[src/rtl/sid_pkg.sv]
// ----------------------------------------------------------------------------
// sid_pkg: shared types and constants of the serial interface device
// Command codes, error codes, status bit positions and the transfer structs
// exchanged between the input stage, the command core and the result stage.
// ----------------------------------------------------------------------------
package sid_pkg;

  // command codes carried by one input transfer
  typedef enum logic [2:0] {
    CMD_QUERY     = 3'd0,
    CMD_CONFIGURE = 3'd1,
    CMD_READ      = 3'd2,
    CMD_TRANSMIT  = 3'd3,
    CMD_IRQ_SETUP = 3'd4,
    CMD_LINE_RX   = 3'd5,
    CMD_CONNECT   = 3'd6
  } cmd_t;

  // error codes returned in register C
  typedef enum logic [1:0] {
    ERR_NONE     = 2'd0,
    ERR_OVERFLOW = 2'd1,
    ERR_BUSY     = 2'd2,
    ERR_NO_DATA  = 2'd3
  } err_t;

  // status word bit positions
  localparam int unsigned ST_DISCONN    = 0;
  localparam int unsigned ST_RX_FULL    = 2;
  localparam int unsigned ST_TX_FREE    = 4;
  localparam int unsigned ST_RX_IRQ_ON  = 14;
  localparam int unsigned ST_TX_IRQ_ON  = 15;

  // irq enable bits in register B on irq setup
  localparam int unsigned IRQ_EN_RX = 0;
  localparam int unsigned IRQ_EN_TX = 1;

  localparam int unsigned OCT_W = 3;

  // one command as it enters the block
  typedef struct packed {
    logic [2:0]  cmd;
    logic [15:0] reg_b;
    logic [15:0] reg_c;
    logic [15:0] reg_x;
    logic [31:0] line_word;
    logic        port_connected;
  } item_t;

  // one result as it leaves the block
  typedef struct packed {
    logic        a_write;
    logic [15:0] reg_a_out;
    logic        b_write;
    logic [15:0] reg_b_out;
    logic        c_write;
    logic [1:0]  error_code;
    logic        send_valid;
    logic [31:0] send_word;
    logic        irq_valid;
    logic [15:0] irq_message;
  } res_t;

  // mask of the bits a received word may use for a given octet count
  function automatic logic [31:0] width_mask(input logic [OCT_W-1:0] octets);
    logic [31:0] m;
    case (octets)
      3'd1:    m = 32'h0000_00FF;
      3'd2:    m = 32'h0000_FFFF;
      3'd3:    m = 32'h00FF_FFFF;
      default: m = 32'hFFFF_FFFF;
    endcase
    return m;
  endfunction

endpackage

[src/rtl/sid_in_reg.sv]
// ----------------------------------------------------------------------------
// sid_in_reg: input register
// Captures one command transfer and holds it until the command core takes it.
// ----------------------------------------------------------------------------
module sid_in_reg (
  input  logic           clk,
  input  logic           rst_n,
  input  logic           in_valid,
  output logic           in_stall,
  input  sid_pkg::item_t in_item,
  output logic           hold_valid,
  output sid_pkg::item_t hold_item,
  input  logic           take
);

  logic           valid_r;
  logic           valid_nxt;
  sid_pkg::item_t item_r;
  logic           accept;

  // stall only while a held item cannot move on this cycle
  assign in_stall = valid_r && !take;
  assign accept   = in_valid && !in_stall;

  // occupancy of the register
  always_comb begin
    valid_nxt = valid_r;
    if (accept) begin
      valid_nxt = 1'b1;
    end else if (take) begin
      valid_nxt = 1'b0;
    end
  end

  always_ff @(posedge clk) begin
    if (!rst_n) begin
      valid_r <= 1'b0;
    end else begin
      valid_r <= valid_nxt;
    end
  end

  // payload capture
  always_ff @(posedge clk) begin
    if (accept) begin
      item_r <= in_item;
    end
  end

  assign hold_valid = valid_r;
  assign hold_item  = item_r;

endmodule

[src/rtl/sid_core.sv]
// ----------------------------------------------------------------------------
// sid_core: command core
// Holds the device state and works out the result of one command in a single
// pass; state is updated when the command is handed to the result stage.
// ----------------------------------------------------------------------------
module sid_core #(
  parameter int unsigned MAX_OCTETS = 4
) (
  input  logic           clk,
  input  logic           rst_n,
  input  logic           exec,
  input  sid_pkg::item_t item,
  output sid_pkg::res_t  res
);

  localparam logic [sid_pkg::OCT_W-1:0] MaxOct = sid_pkg::OCT_W'(MAX_OCTETS);

  logic [31:0] rx_word_r, rx_word_nxt;
  logic        rx_full_r, rx_full_nxt;
  logic        rx_overflow_r, rx_overflow_nxt;
  logic [sid_pkg::OCT_W-1:0] word_octets_r, word_octets_nxt;
  logic        tx_pending_r, tx_pending_nxt;
  logic [31:0] tx_word_r, tx_word_nxt;
  logic [15:0] rx_irq_msg_r, rx_irq_msg_nxt;
  logic [15:0] tx_irq_msg_r, tx_irq_msg_nxt;

  sid_pkg::cmd_t cmd;
  logic [31:0]   mask;
  logic [31:0]   tx_data;

  assign cmd     = sid_pkg::cmd_t'(item.cmd);
  assign mask    = sid_pkg::width_mask(word_octets_r);
  assign tx_data = {item.reg_c, item.reg_b};

  // result and next state of one command
  always_comb begin
    res             = '0;
    rx_word_nxt     = rx_word_r;
    rx_full_nxt     = rx_full_r;
    rx_overflow_nxt = rx_overflow_r;
    word_octets_nxt = word_octets_r;
    tx_pending_nxt  = tx_pending_r;
    tx_word_nxt     = tx_word_r;
    rx_irq_msg_nxt  = rx_irq_msg_r;
    tx_irq_msg_nxt  = tx_irq_msg_r;
    case (cmd)
      sid_pkg::CMD_QUERY: begin
        res.a_write                          = 1'b1;
        res.reg_a_out[sid_pkg::ST_DISCONN]   = !item.port_connected;
        res.reg_a_out[sid_pkg::ST_RX_FULL]   = rx_full_r;
        res.reg_a_out[sid_pkg::ST_TX_FREE]   = !tx_pending_r;
        res.reg_a_out[sid_pkg::ST_RX_IRQ_ON] = |rx_irq_msg_r;
        res.reg_a_out[sid_pkg::ST_TX_IRQ_ON] = |tx_irq_msg_r;
      end
      sid_pkg::CMD_CONFIGURE: begin
        // width saturates at the largest supported octet count
        if (item.reg_b >= 16'(MAX_OCTETS)) begin
          word_octets_nxt = MaxOct;
        end else begin
          word_octets_nxt = item.reg_b[sid_pkg::OCT_W-1:0] + 1'b1;
        end
      end
      sid_pkg::CMD_READ: begin
        res.a_write   = 1'b1;
        res.reg_a_out = rx_word_r[15:0];
        res.b_write   = 1'b1;
        res.reg_b_out = rx_word_r[31:16];
        res.c_write   = 1'b1;
        if (rx_overflow_r) begin
          res.error_code = sid_pkg::ERR_OVERFLOW;
        end else if (!rx_full_r) begin
          res.error_code = sid_pkg::ERR_NO_DATA;
        end else begin
          res.error_code = sid_pkg::ERR_NONE;
        end
        rx_word_nxt     = '0;
        rx_full_nxt     = 1'b0;
        rx_overflow_nxt = 1'b0;
      end
      sid_pkg::CMD_TRANSMIT: begin
        res.c_write = 1'b1;
        if (item.port_connected) begin
          res.error_code  = sid_pkg::ERR_NONE;
          res.send_valid  = 1'b1;
          res.send_word   = tx_data;
          res.irq_valid   = 1'b1;
          res.irq_message = tx_irq_msg_r;
        end else if (tx_pending_r) begin
          res.error_code = sid_pkg::ERR_OVERFLOW;
        end else begin
          res.error_code = sid_pkg::ERR_BUSY;
          tx_pending_nxt = 1'b1;
          tx_word_nxt    = tx_data;
        end
      end
      sid_pkg::CMD_IRQ_SETUP: begin
        rx_irq_msg_nxt = item.reg_b[sid_pkg::IRQ_EN_RX] ? item.reg_c : 16'd0;
        tx_irq_msg_nxt = item.reg_b[sid_pkg::IRQ_EN_TX] ? item.reg_x : 16'd0;
      end
      sid_pkg::CMD_LINE_RX: begin
        // overflow on a word already buffered or one wider than configured
        rx_overflow_nxt = rx_overflow_r || rx_full_r || ((item.line_word & ~mask) != '0);
        rx_word_nxt     = item.line_word & mask;
        rx_full_nxt     = 1'b1;
      end
      sid_pkg::CMD_CONNECT: begin
        // flush the queued word
        if (tx_pending_r) begin
          tx_pending_nxt  = 1'b0;
          res.send_valid  = 1'b1;
          res.send_word   = tx_word_r;
          res.irq_valid   = 1'b1;
          res.irq_message = tx_irq_msg_r;
        end
      end
      default: begin
      end
    endcase
  end

  // device state
  always_ff @(posedge clk) begin
    if (!rst_n) begin
      rx_word_r     <= '0;
      rx_full_r     <= 1'b0;
      rx_overflow_r <= 1'b0;
      word_octets_r <= MaxOct;
      tx_pending_r  <= 1'b0;
      tx_word_r     <= '0;
      rx_irq_msg_r  <= '0;
      tx_irq_msg_r  <= '0;
    end else if (exec) begin
      rx_word_r     <= rx_word_nxt;
      rx_full_r     <= rx_full_nxt;
      rx_overflow_r <= rx_overflow_nxt;
      word_octets_r <= word_octets_nxt;
      tx_pending_r  <= tx_pending_nxt;
      tx_word_r     <= tx_word_nxt;
      rx_irq_msg_r  <= rx_irq_msg_nxt;
      tx_irq_msg_r  <= tx_irq_msg_nxt;
    end
  end

  // octet count stays within the supported range
  a_octets_range: assert property (@(posedge clk) disable iff (!rst_n)
    (word_octets_r != '0) && (word_octets_r <= MaxOct))
    else $error("word width out of range");

  // overflow is only ever flagged with a word buffered
  a_ovf_needs_full: assert property (@(posedge clk) disable iff (!rst_n)
    rx_overflow_r |-> rx_full_r)
    else $error("overflow flag without buffered word");

  // a read empties the receive buffer
  a_read_clears: assert property (@(posedge clk) disable iff (!rst_n)
    (exec && (cmd == sid_pkg::CMD_READ)) |=> (!rx_full_r && !rx_overflow_r))
    else $error("read did not clear receive buffer");

  // every link send raises the transmit interrupt
  a_send_irq: assert property (@(posedge clk) disable iff (!rst_n)
    exec |-> (res.send_valid == res.irq_valid))
    else $error("send without transmit interrupt");

endmodule

[src/rtl/sid_out_reg.sv]
// ----------------------------------------------------------------------------
// sid_out_reg: result register
// Holds one result until the consumer takes it; frees in the same cycle it
// is taken so a new result can be loaded behind it.
// ----------------------------------------------------------------------------
module sid_out_reg (
  input  logic          clk,
  input  logic          rst_n,
  input  logic          src_valid,
  output logic          load,
  input  sid_pkg::res_t res,
  output logic          out_valid,
  input  logic          out_stall,
  output sid_pkg::res_t out_res
);

  logic          valid_r;
  logic          valid_nxt;
  sid_pkg::res_t res_r;

  // load when empty or when the held result leaves this cycle
  assign load = src_valid && (!valid_r || !out_stall);

  always_comb begin
    valid_nxt = valid_r;
    if (load) begin
      valid_nxt = 1'b1;
    end else if (!out_stall) begin
      valid_nxt = 1'b0;
    end
  end

  always_ff @(posedge clk) begin
    if (!rst_n) begin
      valid_r <= 1'b0;
    end else begin
      valid_r <= valid_nxt;
    end
  end

  // result payload
  always_ff @(posedge clk) begin
    if (load) begin
      res_r <= res;
    end
  end

  assign out_valid = valid_r;
  assign out_res   = res_r;

endmodule

[src/rtl/serial_interface_device_top.sv]
// Serial interface device: one command transfer in, one result transfer out.
// A command is registered, decoded against the device state in one pass and
// its result registered; the state changes as the result is registered. A
// command passes through the input register and then the result register, and a
// new command is accepted every cycle while the result side keeps up. MAX_OCTETS
// is the widest receive word in octets (1 to 4) and also the width after reset.
// ----------------------------------------------------------------------------
// serial_interface_device_top: top level
// Input register, command core and result register of the serial link device.
// ----------------------------------------------------------------------------
module serial_interface_device_top #(
  parameter int unsigned MAX_OCTETS = 4
) (
  input  logic        clk,
  input  logic        rst_n,
  input  logic        in_valid,
  output logic        in_stall,
  input  logic [2:0]  in_cmd,
  input  logic [15:0] in_reg_b,
  input  logic [15:0] in_reg_c,
  input  logic [15:0] in_reg_x,
  input  logic [31:0] in_line_word,
  input  logic        in_port_connected,
  output logic        out_valid,
  input  logic        out_stall,
  output logic        out_a_write,
  output logic [15:0] out_reg_a_out,
  output logic        out_b_write,
  output logic [15:0] out_reg_b_out,
  output logic        out_c_write,
  output logic [1:0]  out_error_code,
  output logic        out_send_valid,
  output logic [31:0] out_send_word,
  output logic        out_irq_valid,
  output logic [15:0] out_irq_message
);

  sid_pkg::item_t in_item;
  sid_pkg::item_t hold_item;
  sid_pkg::res_t  core_res;
  sid_pkg::res_t  out_res;
  logic           hold_valid;
  logic           load;

  // input transfer payload
  always_comb begin
    in_item.cmd            = in_cmd;
    in_item.reg_b          = in_reg_b;
    in_item.reg_c          = in_reg_c;
    in_item.reg_x          = in_reg_x;
    in_item.line_word      = in_line_word;
    in_item.port_connected = in_port_connected;
  end

  sid_in_reg u_in_reg (
    .clk        (clk),
    .rst_n      (rst_n),
    .in_valid   (in_valid),
    .in_stall   (in_stall),
    .in_item    (in_item),
    .hold_valid (hold_valid),
    .hold_item  (hold_item),
    .take       (load)
  );

  sid_core #(
    .MAX_OCTETS (MAX_OCTETS)
  ) u_core (
    .clk   (clk),
    .rst_n (rst_n),
    .exec  (load),
    .item  (hold_item),
    .res   (core_res)
  );

  sid_out_reg u_out_reg (
    .clk       (clk),
    .rst_n     (rst_n),
    .src_valid (hold_valid),
    .load      (load),
    .res       (core_res),
    .out_valid (out_valid),
    .out_stall (out_stall),
    .out_res   (out_res)
  );

  // result transfer payload
  assign out_a_write     = out_res.a_write;
  assign out_reg_a_out   = out_res.reg_a_out;
  assign out_b_write     = out_res.b_write;
  assign out_reg_b_out   = out_res.reg_b_out;
  assign out_c_write     = out_res.c_write;
  assign out_error_code  = out_res.error_code;
  assign out_send_valid  = out_res.send_valid;
  assign out_send_word   = out_res.send_word;
  assign out_irq_valid   = out_res.irq_valid;
  assign out_irq_message = out_res.irq_message;

endmodule

[config.mk]
export PLATFORM = sky130hd
export DESIGN_NAME = serial_interface_device_top
export DESIGN_NICKNAME = d
export VERILOG_FILES = /design/src/rtl/sid_pkg.sv /design/src/rtl/sid_in_reg.sv /design/src/rtl/sid_core.sv /design/src/rtl/sid_out_reg.sv /design/src/rtl/serial_interface_device_top.sv
export SDC_FILE = /design/constraint.sdc
export NUM_CORES = 1
export LEC_CHECK = 0
export ABC_AREA = 1
export BUFFER_PORTS_ARGS = -buffer_cell sky130_fd_sc_hd__buf_4
export CAP_MARGIN = 20
export CORE_UTILIZATION = 55
export CTS_CLUSTER_DIAMETER = 80
export DETAILED_ROUTE_END_ITERATION = 16
export MAX_ROUTING_LAYER = met4
export PLACE_DENSITY = 0.85
export SETUP_SLACK_MARGIN = 0.3
export SYNTH_ARGS = -nofsm -noshare
export SYNTH_HDL_FRONTEND = slang
export SYNTH_SLANG_ARGS = --single-unit
[constraint.sdc]
create_clock -name clk -period 3.2 [get_ports clk]
set_input_delay 0.16 -clock clk [delete_from_list [all_inputs] [get_ports clk]]
set_output_delay 0.16 -clock clk [all_outputs]
set_load 0.01 [all_outputs]
; ---- Word-level counts from Yosys, hierarchy flattened
; Index checks and enable logic that the tools add are counted.
; W data, S select, Z words.
[word_totals]
reg_bits = 275
inputBits = 88
out_inout_bits = 89
elab_cells = 95
[classes]
n_addsub = 1
magnitude_cmp = 1
eq_ne = 11
muxes = 26
n_bitwise = 5
n_reduce_logical = 24
[op_table]
columns = op, count
row1 = $mux W50, 2
row2 = $pmux W50 S2, 1
row3 = $pmux W32 S3, 1
row4 = $and A32 B32 Y32, 2
row5 = $pmux W32 S2, 1
row6 = $mux W16, 2
row7 = $not A32 Y32, 1
row8 = $reduce_bool A32 Y1, 1
row9 = $reduce_or A16 Y1, 2
row10 = $mux W17, 1
row11 = $ge A16 B3 Y1 const B, 1
row12 = $eq A3 B2 Y1 const B, 4
row13 = $pmux W1 S2, 6
row14 = $pmux W3 S2, 2
row15 = $eq A3 B3 Y1 const B, 3
row16 = $mux W2, 4
row17 = $eq A3 B1 Y1 const B, 2
row18 = $logic_not A1 Y1, 6
row19 = $reduce_and A2 Y1, 3
row20 = $reduce_bool A2 Y1, 3
row21 = $mux W1, 5
row22 = $reduce_and A4 Y1, 1
row23 = $add A3 B1 Y3 const B, 1
row24 = $logic_and A1 B1 Y1, 3
row25 = 7 further kinds, 10

; ---- Depth between registers and ports, before layout
; Gate-level depths: netlist (run 1).
[logic_depth]
depth_word = 8
ltp_mapped = 9
depth_no_buf = 8

; ---- Cells and area by module
; A second synthesis (run 1) with hierarchy kept.
[unflattened]
cells_unflattened = 900
hier_area_um2 = 10077.2
[modules_own_cells]
columns = mod, n_inst, cells_each, area_each_um2, seq_area_each_um2
row1 = sid_core, 1, 715, 4847.1, 2042.0
row2 = sid_out_reg, 1, 93, 2657.5, 2632.5
row3 = sid_in_reg, 1, 92, 2572.5, 2542.4

; ---- Least setup slack after synthesis (run 1)
; Ideal clock, no wire load.
[synth_timing]
path_kind = reg2reg
start = register u_out_reg.valid_r (netlist: u_out_reg.out_valid)
end = register u_in_reg.item_r, in the netlist u_in_reg.hold_item[0], enable pin
arrival_ps = 2277
required_ps = 2762
setup_slack_ps = 485
stages_incl_launch_ff = 6
path_buffers = 0
path_cell_list = dfxtp_1 > nand2_1 > nor2_1 > inv_1 > nand2_1 > inv_1
[synth_via]
elab_chain_len = 7
[synth_lines]
columns = item, line_no
row1 = from (decl), sid_out_reg.sv:17  ; logic valid_r;
row2 = from (signal assigned), sid_out_reg.sv:37  ; valid_r <= valid_nxt;
row3 = $logic_not A1 Y1, sid_out_reg.sv:22  ; assign load = src_valid && (!valid_r || !out_stall);
row4 = $logic_or A1 B1 Y1, sid_out_reg.sv:22
row5 = $logic_and A1 B1 Y1, sid_out_reg.sv:22
row6 = $logic_not A1 Y1, sid_in_reg.sv:22  ; assign in_stall = valid_r && !take;
row7 = $logic_and A1 B1 Y1, sid_in_reg.sv:22
row8 = named net in_stall, serial_interface_device_top.sv:17  ; output logic in_stall,
row9 = $logic_not A1 Y1, sid_in_reg.sv:23  ; assign accept = in_valid && !in_stall;
row10 = $logic_and A1 B1 Y1, sid_in_reg.sv:23
row11 = named net u_in_reg.accept, sid_in_reg.sv:19  ; logic accept;
row12 = to (signal assigned), sid_in_reg.sv:46  ; item_r <= in_item;
row13 = to (decl), sid_in_reg.sv:18  ; sid_pkg::item_t item_r;
; The timed path passes the listed nets, and every way through them passes these cells.
; A chain may end at the register's enable or synchronous reset.

; ---- Worst setup path in the final report (run 1)
[layout_timing]
start = register u_in_reg.item_r, in the netlist u_in_reg.hold_item[81]
end = register u_core.rx_full_r
[layout_via]
elab_chain_len = 3
[layout_lines]
columns = item, line_no
row1 = $eq A3 B3 Y1 or $eq A3 B2 Y1 (tied branches), sid_core.sv:46  ; case (cmd)
row2 = $reduce_bool A2 Y1 (no source line), n/a
row3 = $reduce_and A2 Y1 (no source line), n/a
row4 = to (signal assigned), sid_core.sv:134  ; rx_full_r <= rx_full_nxt;
row5 = to (decl), sid_core.sv:19  ; logic rx_full_r, rx_full_nxt;
; Several ways; a longest one is shown, not always the timed one.

==> out/results.ini, run 1 <==
[place]
pre_cts_ws_ns = 1.06
io_buffers = 176
gp_congestion = 0.835
hpwl_mm = 14.0

[synth]
syn_nets = 986
synth_top_area_cell = edfxtp_1
netlist_area_mm2 = 0.0101
synth-seq-area-share = 0.712
synth_cells = 896
syn_avg_cell_area_um2 = 11.3
ys_ff_latch = 274
ys_warn_count = 0
synth_top_area_frac = 0.505
synth.distinct_cells = 32
synth_area_leaders = edfxtp_1 (51%), dfxtp_1 (21%), nor2_1 (3.9%)

[clocking]
ctsHoldBuffers = 87
cts_buffer_depth = 3
cts_setup_buffers = 0
clkTransAtPathRegs_ns = 0.06
clockRootBuffer = clkbuf_16
cts_tree = yes
clk_latency_ns = 0.54
cts-resized-gates = 0
cts_buffers = 27
htree_levels = 1
clkSinkCount = 274

[sta]
fmax_mhz = 463
tns_ns = 0
fin_ws_ns = 1.04
hold_viol_final = 0
fin_skew_ns = 0.0176
fin_crit_sh = 0.675
worst_pin_slew_ns = 0.850
relSlewSlack = 0.433
rsz0062_at_grt = false
finalCriticalPeriod_ns = 2.16
setup_viol = 0
slew_viol_final = 0

[floorplanning]
ios = 177
start_util = 0.562
die_w_um = 138
core_mm2 = 0.0180
die-area_mm2 = 0.0189
die_h_um = 138
std_cell_rows = 49

[setup_path]
crit_type = register to register
cp_max_fo = 31
critical_path_arrival_ns = 2.54
rr_worst_depth = 6
cp-end-kind = register
cp.required_ns = 3.58
cp-start-kind = register

[final_layout]
nets = 1241
layout-drive-gt1-share = 0.208
diodes = 0
syn_to_final_growth_pct = 31.3

[pwr]
p_total_mw = 7.53
p_leak_nw = 4.95
power.density_mw_per_mm2 = 568
peakVddDrop_mv = 0.513

[hold_path]
whs_path_depth = 2
hp-class = input port to register

[drt]
dr.pass1.iters = 5
ant_nets = 0
via_per_inst = 5.32
drt_iter0_drc = 688
dr_total_vias = 7457
wl_mm = 23.9
avgRoutedWirePerCell_um = 17.0
drc = 0

[grt]
grt_max_degree = 50
grt_pass1_vias = 7206
antenna_found_initial = 0
grt_pass1_wl_mm = 36.1
grt_overflow = 0
grt.total_usage = 0.259

[job]
drv_cap = 0

[run_status]
status = complete, no violations

==> final cells by class <==
class	instances	area [µm²]
tap	229	287
fill	1147	4700
timing repair buffer	271	2260
clock inverter	16	151
sequential	274	7190
multi-input combinational	465	2240
inverter	112	427
clock buffer	34	702
==> final timing paths <==
check,start,end,slack [ns]
setup / recovery,u_in_reg.hold_item[81]$_DFFE_PP_,u_core.rx_full_r$_SDFFE_PN0P_,1.04
hold / removal,in_reg_c[3],u_in_reg.hold_item[52]$_DFFE_PP_,0.34
setup reg to reg,u_in_reg.hold_item[81]$_DFFE_PP_,u_core.rx_full_r$_SDFFE_PN0P_,1.04
hold reg to reg,u_core.tx_word_r[4]$_SDFFE_PN0P_,u_core.tx_word_r[4]$_SDFFE_PN0P_,0.45
==> routing by layer <==
| layer | wire [µm] | global-route usage |
|---|---|---|
| met1 | 9090 | 0.301 |
| met2 | 12500 | 0.452 |
| met3 | 1500 | 0.0405 |
| met4 | 782 | 0.101 |
| met5 | 0 | - |
==> cell usage after synthesis (all sizes together) <==
cell      n
a211oi   16
a21oi    80
buf      18
clkbuf   27
dfxtp   104
edfxtp  170
ha        2
inv     112
nand2   103
nand3    54
nand4     6
nor2    110
nor3      2
nor4      8
o211ai    1
o21ai    56
o22ai    24
o31ai     1
or2       1
xor2      1
==> state kept, by name (all words and copies together), names as in the netlist <==
name,flops
u_core.rx_word_r,32
u_core.tx_word_r,32
u_in_reg.hold_item,84
u_core.tx_pending_r,1
u_out_reg.out_valid,1
u_core.rx_irq_msg_r,16
u_out_reg.out_res,86
u_core.tx_irq_msg_r,16
u_core.word_octets_r,3
u_in_reg.hold_valid,1
u_core.rx_overflow_r,1
u_core.rx_full_r,1
==> kinds of logic after synthesis <==
group,after synthesis,synth area share
XOR/XNOR,1,0.000867
adder cells (fa/ha/maj),2,0.00248
AND/OR/NAND/NOR,284,0.121
flip-flops,274,0.712
buffers and inverters,157,0.0665
AO/OA/AOI/OAI,178,0.0971
==> report_power, final <==
group	switching [mW]	internal, mW	total [mW]
combinational	0.253	0.236	0.489
sequential	0.0711	3.89	3.96
clock	1.29	1.79	3.08
==> cells in the final DEF (no fill, tap or decap), types with 3 or more instances in the layout <==
cell type	instances
a211oi_1	16
a21oi_1	79
buf_4	183
bufinv_16	3
clkbuf_1	7
clkbuf_16	27
clkinv_1	6
clkinv_2	7
dfxtp_1	104
dlygate4sd3_1	87
edfxtp_1	170
inv_1	104
inv_2	5
nand2_1	97
nand2_2	6
nand3_1	52
nand4_1	6
nor2_1	106
nor4_1	8
o21ai_0	55
o22ai_1	24
==> critical path, stage by stage (launching register included) <==
cell and delay, ns:
edfxtp_1 0.46, nor2_2 0.21, nand2_2 0.41, a21oi_4 0.42
inv_2 0.26, a21oi_1 0.19, nor2_1 0.05
==> per-stage QoR <==
step,area (µm²),utilization,cells,hold WS (ns)
2_1_floorplan,10100,-,896,0.259
3_3_place_gp,11500,0.642,1264,0.339
3_5_place_dp,11500,0.642,1264,0.339
4_1_cts,13300,0.738,1401,0.330
5_1_grt,13300,0.738,1401,0.332
6_report,13300,0.738,1401,0.342
Note: power is estimated with default switching activity, not from simulation.
==> run 2: changes to the inputs <==
--- a/config.mk
+++ b/config.mk
@@ -5,7 +5,7 @@
 export SDC_FILE = /design/constraint.sdc
 export NUM_CORES = 1
 export LEC_CHECK = 0
-export ABC_AREA = 1
+export ABC_AREA = 0
 export BUFFER_PORTS_ARGS = -buffer_cell sky130_fd_sc_hd__buf_4
 export CAP_MARGIN = 20
 export CORE_UTILIZATION = 55
==> constraint.sdc (replaced) <==
create_clock -name clk -period 2.1 [get_ports clk]
set_input_delay 0.105 -clock clk [delete_from_list [all_inputs] [get_ports clk]]
set_output_delay 0.105 -clock clk [all_outputs]
set_load 0.01 [all_outputs]
==> run 2 against run 1 <==
Against the previous run:
- worst hold slack worse by 0.13 ns
- global-route usage is 0.26 points higher
- synthesized cell count is 15% lower
- sequential cell count stayed put
- die area hardly changed
- worst setup slack worse by 0.72 ns
- core utilization is 1.7 points higher
- combinational power is 58% higher
- first-iteration DRC count is 19% lower
- power is 51% higher
- critical path type unchanged
- critical endpoint is now u_core.rx_overflow_r$_SDFFE_PN0P_
==> out/results.ini, run 2 <==
[synth]
synth_area_leaders = edfxtp_1 (51%), dfxtp_1 (21%), a21boi_1 (4.0%)
syn_avg_cell_area_um2 = 13.2
synth_enable_flop_cells = 170
ys_top_cells_by_count = edfxtp_1 (170), dfxtp_1 (104), nand2_1 (100), a21boi_1 (54), nor2b_1 (35)
synth-seq-area-share = 0.712
synth.distinct_cells = 42
syn_nets = 852
netlist_area_mm2 = 0.0101
synth_top_area_frac = 0.506
ys_warn_count = 0
yosys_most_used_dff = edfxtp_1
synth_top_area_cell = edfxtp_1
synth_cells = 762
synth_async_sr_flop_share = 0
synth_most_common_cell = edfxtp_1
ys_ff_latch = 274

[grt]
grt_max_degree = 90
grt_overflow = 0
grt_pass1_vias = 7091
grt_pass1_wl_mm = 36.8
antenna_found_initial = 1
grt.total_usage = 0.262

[place]
io_buffers = 176
place_area_mm2 = 0.0117
hpwl_mm = 14.0
gp_congestion = 0.774

[sta]
setup_viol = 0
relSlewSlack = 0.471
fmax_mhz = 563
hold_viol_final = 0
rsz0062_at_grt = false
worst_pin_slew_ns = 0.794
finalCriticalPeriod_ns = 1.78
slew_viol_final = 0
fin_skew_ns = 0.0128
fin_crit_sh = 0.846

[setup_path]
ff2ff_setup_slack_ns = 0.32
crit_start = u_in_reg.hold_item[12]$_DFFE_PP_
cp-endpoint = u_core.rx_overflow_r$_SDFFE_PN0P_
cp_max_fo = 2
crit_type = register to register
rr_endpoint = u_core.rx_overflow_r$_SDFFE_PN0P_
critical_path_arrival_ns = 2.18
cp-end-kind = register
slowest_stage = or4_1
crit_chain = or4_1 -> o21ai_0 -> nand4_1 -> a31o_2
critPathMaxStageDelay_ns = 0.60
rr_worst_depth = 4
cp-start-kind = register
r2r_start = u_in_reg.hold_item[12]$_DFFE_PP_
cp.required_ns = 2.51

[final_layout]
layout-drive-gt1-share = 0.254
fillers = 1068
post-route-util = 0.756
multiInputGateArea_mm2 = 0.00270
final_area_mm2 = 0.0136
final-seq-area_mm2 = 0.00719
final_cell_mix = buf_4 (202), edfxtp_1 (170), dfxtp_1 (103)
layout_commonest_cell = buf_4
nets = 1127
largest_register_ffs = 86
syn_to_final_growth_pct = 34.5

[clocking]
clkSinkCount = 274
clkTransAtPathRegs_ns = 0.06
cts_tree = yes
clockRootBuffer = clkbuf_16
cts_buffer_depth = 3
htree_levels = 1
clk_latency_ns = 0.51
cts_buffers = 27

[pwr]
peakVddDrop_mv = 0.809
power.density_mw_per_mm2 = 839
p_total_mw = 11.4
p_leak_nw = 5.09

[drt]
wl_mm = 24.1
avgRoutedWirePerCell_um = 18.7
via_per_inst = 5.52
dr.pass1.iters = 5
dr_total_vias = 7099
drt_iter0_drc = 560
drc = 0
ant_nets = 0

[floorplanning]
ios = 177
die_w_um = 137
std_cell_rows = 49
die-area_mm2 = 0.0189
die_h_um = 137
core_mm2 = 0.0180
start_util = 0.562

[run_status]
status = complete, no violations

[job]
drv_cap = 0

[hold_path]
hp-class = input port to register

run 2: changes by cell type after synthesis, sizes merged, moves of 21 or more:
cell	previous run	this run
inv	112	8
nor2	110	14
a21oi	80	4
a21boi	0	66
o21ai	56	9
nor2b	0	35
a22o	0	32
a22oi	0	32
and2	0	30
o22ai	24	0
nand3	54	33
run 2: per-stage QoR:
| stage | hold WS (ns) | cells | setup TNS [ns] | setup slack, ns |
|---|---|---|---|---|
| 2_1_floorplan | 0.204 | 762 | -6.60 | -0.0786 |
| 3_3_place_gp | 0.284 | 1138 | 0 | 0.188 |
| 3_5_place_dp | 0.284 | 1139 | 0 | 0.0840 |
| 4_1_cts | 0.168 | 1276 | 0 | 0.210 |
| 5_1_grt | 0.224 | 1287 | 0 | 0.279 |
| 6_report | 0.210 | 1287 | 0 | 0.322 |
run 2: critical path, delay by kind of cell, from the launching register on:
kind               cells  cell delay (ns)
AOI/OAI and AO/OA      2             0.54
DFF                    1             0.37
and+or+nand+nor        2             0.76
run 2: final cells by class:
cell class,instances,share of cell area
clock inverter,13,0.00830
antenna,1,0.000184
timing repair inverter,1,0.000645
timing repair buffer,295,0.183
sequential,274,0.530
multi-input combinational,430,0.199
inverter,8,0.00415
clock buffer,36,0.0537
tap,229,0.0211
run 2: routing by layer:
| layer | vias to the layer above | part of all wire | track usage |
|---|---|---|---|
| met2 | 306 | 0.52 | 0.445 |
| met1 | 3425 | 0.40 | 0.329 |
| li1 | 3327 | - | - |
| met3 | 41 | 0.061 | 0.0353 |
| met4 | 0 | 0.021 | 0.0745 |
| met5 | - | 0 | - |
run 2: repair_timing:
item                                   in CTS  in global routing
hold buffers                               86                  0
pin swaps                                   1                  3
buffers inserted                            1                 10
endpoints found under the hold margin      87                  0
setup endpoints to repair                  57                105
gates cloned                                1                  0
gates resized for setup                     9                 13
run 2: report_power, final:
| group | internal [mW] | switching (mW) |
|---|---|---|
| sequential | 5.92 | 0.0996 |
| combinational | 0.412 | 0.360 |
| clock | 2.68 | 1.92 |
| total | 9.01 | 2.37 |
run 2: logic make-up (layout without fill, tap and decap cells):
family / Yosys count / in the layout / synth area share
adder cells (fa/ha/maj): 2 / 2 / 0.00248
AND/OR/NAND/NOR: 274 / 274 / 0.141
multiplexers: 1 / 1 / 0.000992
flip-flops: 274 / 274 / 0.712
buffers and inverters: 58 / 353 / 0.0275
AO/OA/AOI/OAI: 151 / 151 / 0.114
XOR/XNOR: 2 / 2 / 0.00174
other: 0 / 1 / 0
run 2: worst min-delay path by stage:
stage / from / endpoint / slack (ns) / cells after the start
after floorplan: in_port_connected / u_in_reg.hold_item[0]$_DFFE_PP_ / 0.20 / 0
after global placement: in_line_word[31] / u_in_reg.hold_item[32]$_DFFE_PP_ / 0.28 / 1
after detailed placement: in_line_word[6] / u_in_reg.hold_item[7]$_DFFE_PP_ / 0.28 / 1
after CTS: rst_n / u_core.word_octets_r[2]$_SDFFE_PN1P_ / 0.17 / 2
after global routing: rst_n / u_core.word_octets_r[1]$_SDFFE_PN0P_ / 0.22 / 2
final: rst_n / u_core.word_octets_r[1]$_SDFFE_PN0P_ / 0.21 / 2
==> run 3: changes to the inputs <==
==> constraint.sdc (replaced) <==
create_clock -name clk -period 1.7 [get_ports clk]
set_input_delay 0.085 -clock clk [delete_from_list [all_inputs] [get_ports clk]]
set_output_delay 0.085 -clock clk [all_outputs]
set_load 0.01 [all_outputs]
==> run 3 against run 2 <==
Against the previous run:
- the run now ends with negative setup slack left
- final cell count is 5.2% higher
- worst hold slack worse by 0.13 ns
- die area stayed put
- clock skew is 0.0046 ns higher
- non-clock buffer count is 62 higher
- register-to-register slack worse by 0.45 ns
- core utilization is 9.1 points higher
- combinational power is 66% higher
- count of clock-buffer cells in the layout is 7 higher
- critical path type unchanged
- largest power group unchanged
- highest routed layer unchanged
==> out/results.ini, run 3 (synthesis results as in run 2) <==
[run_status]
status = complete, but fails checks
violations = negative setup slack

[sta]
rsz0062_at_grt = true
fin_crit_sh = 1.08
fin_skew_ns = 0.0174
worst_pin_slew_ns = 0.569
relSlewSlack = 0.621
slew_viol_final = 0
finalCriticalPeriod_ns = 1.83
fin_ws_ns = -0.130
fmax_mhz = 546
tns_ns = -2.13
setup_viol = 39
hold_viol_final = 0

[place]
place_area_mm2 = 0.0120
pre_cts_ws_ns = -0.0484
gp_congestion = 0.779
io_buffers = 176
hpwl_mm = 14.0
dp_cells = 1153

[final_layout]
layout_commonest_cell = buf_4
final_area_mm2 = 0.0152
nets = 1194
fillers = 774
stdcell_count = 1354
diodes = 0
multiInputGateArea_mm2 = 0.00338
syn_to_final_growth_pct = 50.8
final-seq-area_mm2 = 0.00719
layout-drive-gt1-share = 0.405
final_cell_mix = buf_4 (215), edfxtp_1 (170), dfxtp_1 (101)
post-route-util = 0.847
largest_register_ffs = 86

[setup_path]
crit_top_cell = buf_6
ff2ff_setup_slack_ns = -0.13
slowest_stage = dfxtp_2
cp-end-kind = register
crit_chain = a21bo_4 -> buf_6 -> nor4_4 -> buf_4 -> buf_6 -> buf_12 -> nand3_2 -> a21boi_1
cp.required_ns = 2.17
critical_path_arrival_ns = 2.30
cp_max_fo = 8
critPathMaxStageDelay_ns = 0.35
cp-start-kind = register
crit_type = register to register

[clocking]
clkTransAtPathRegs_ns = 0.07
cts_buffers = 27
clk_latency_ns = 0.55
clockRootBuffer = clkbuf_16
cts_buffer_depth = 3
cts_tree = yes
clkSinkCount = 274
htree_levels = 1

[grt]
grt_max_degree = 63
antenna_found_initial = 0
grt.total_usage = 0.306
grt_pass1_vias = 7727
grt_overflow = 0
grt_pass1_wl_mm = 41.8

[hold_path]
hp-class = input port to register

[drt]
dr_total_vias = 8373
wl_mm = 34.4
ant_nets = 0
drt_iter0_drc = 1034
avgRoutedWirePerCell_um = 25.4
drc = 0
via_per_inst = 6.18
dr.pass1.iters = 7

[floorplanning]
die-area_mm2 = 0.0189
die_h_um = 137
ios = 177
die_w_um = 137
start_util = 0.562
core_mm2 = 0.0180
std_cell_rows = 49

[pwr]
p_leak_nw = 5.70
power.density_mw_per_mm2 = 951
peakVddDrop_mv = 0.974

[job]
drv_cap = 0

==> run 3: cell count changes in the layout (fill, tap and decap cells not counted), moves of 12 or more <==
| cell | change |
|---|---|
| a22oi_1 | -25 |
| a22oi_2 | +25 |
| a21boi_2 | +22 |
| nand3_1 | -21 |
| nand2_1 | -19 |
| nand3_2 | +19 |
| buf_6 | +18 |
| buf_12 | +15 |
| buf_4 | +13 |
| a21boi_1 | -12 |
==> run 3: power by group <==
group | internal [mW] | total, mW | switching [mW]
Sequential | 7.31 | 7.47 | 0.161
Combinational | 0.676 | 1.28 | 0.604
Clock | 3.17 | 5.72 | 2.55
==> run 3: worst max-delay path, delay by kind of cell, from the launching register on <==
kind	cells	cell delay, ns
AND/OR/NAND/NOR	2	0.39
AO/OA/AOI/OAI	2	0.42
buffers and inverters	4	0.60
flip-flops	1	0.35
==> run 3: what timing repair did <==
action,in CTS,in global routing
setup endpoints to repair,202,273
hold buffers,86,0
pin swaps,48,59
endpoints found under the hold margin,86,0
gates resized for setup,68,109
cloned,14,10
buffers inserted,28,13
==> run 3: area by class of cell <==
| cell class | count | share of cell area |
|---|---|---|
| clock buffers | 43 | 0.0516 |
| clock inverters | 7 | 0.00271 |
| inverters | 8 | 0.00321 |
| multi-input cells | 436 | 0.222 |
| flip-flops and latches | 274 | 0.473 |
| well taps | 229 | 0.0188 |
| repair buffers | 357 | 0.229 |
==> run 3: final timing paths <==
path | end | cells after the start | start
hold / removal | u_core.tx_word_r[18]$_SDFFE_PN0P_ | 2 | rst_n
setup / recovery | u_core.rx_irq_msg_r[8]$_SDFFE_PN0P_ | 8 | u_out_reg.out_valid$_SDFFE_PN0P_
setup reg to reg | u_core.rx_irq_msg_r[8]$_SDFFE_PN0P_ | 8 | u_out_reg.out_valid$_SDFFE_PN0P_
hold reg to reg | u_core.tx_word_r[2]$_SDFFE_PN0P_ | 2 | u_core.tx_word_r[2]$_SDFFE_PN0P_
==> run 3: through the flow <==
stage,hold slack [ns],power [mW]
global route,0.0762,14.8
CTS,0.0620,14.1
global placement,0.263,8.36
floorplan,0.184,7.91
finish,0.0837,14.5
detailed placement,0.264,8.38
==> run 3: routing by layer <==
layer	wire length, µm	vias up	global-route usage
met5	0	-	-
met4	1720	0	0.105
met3	3270	158	0.0449
met2	17300	663	0.521
met1	12100	4071	0.372
li1	-	3481	-
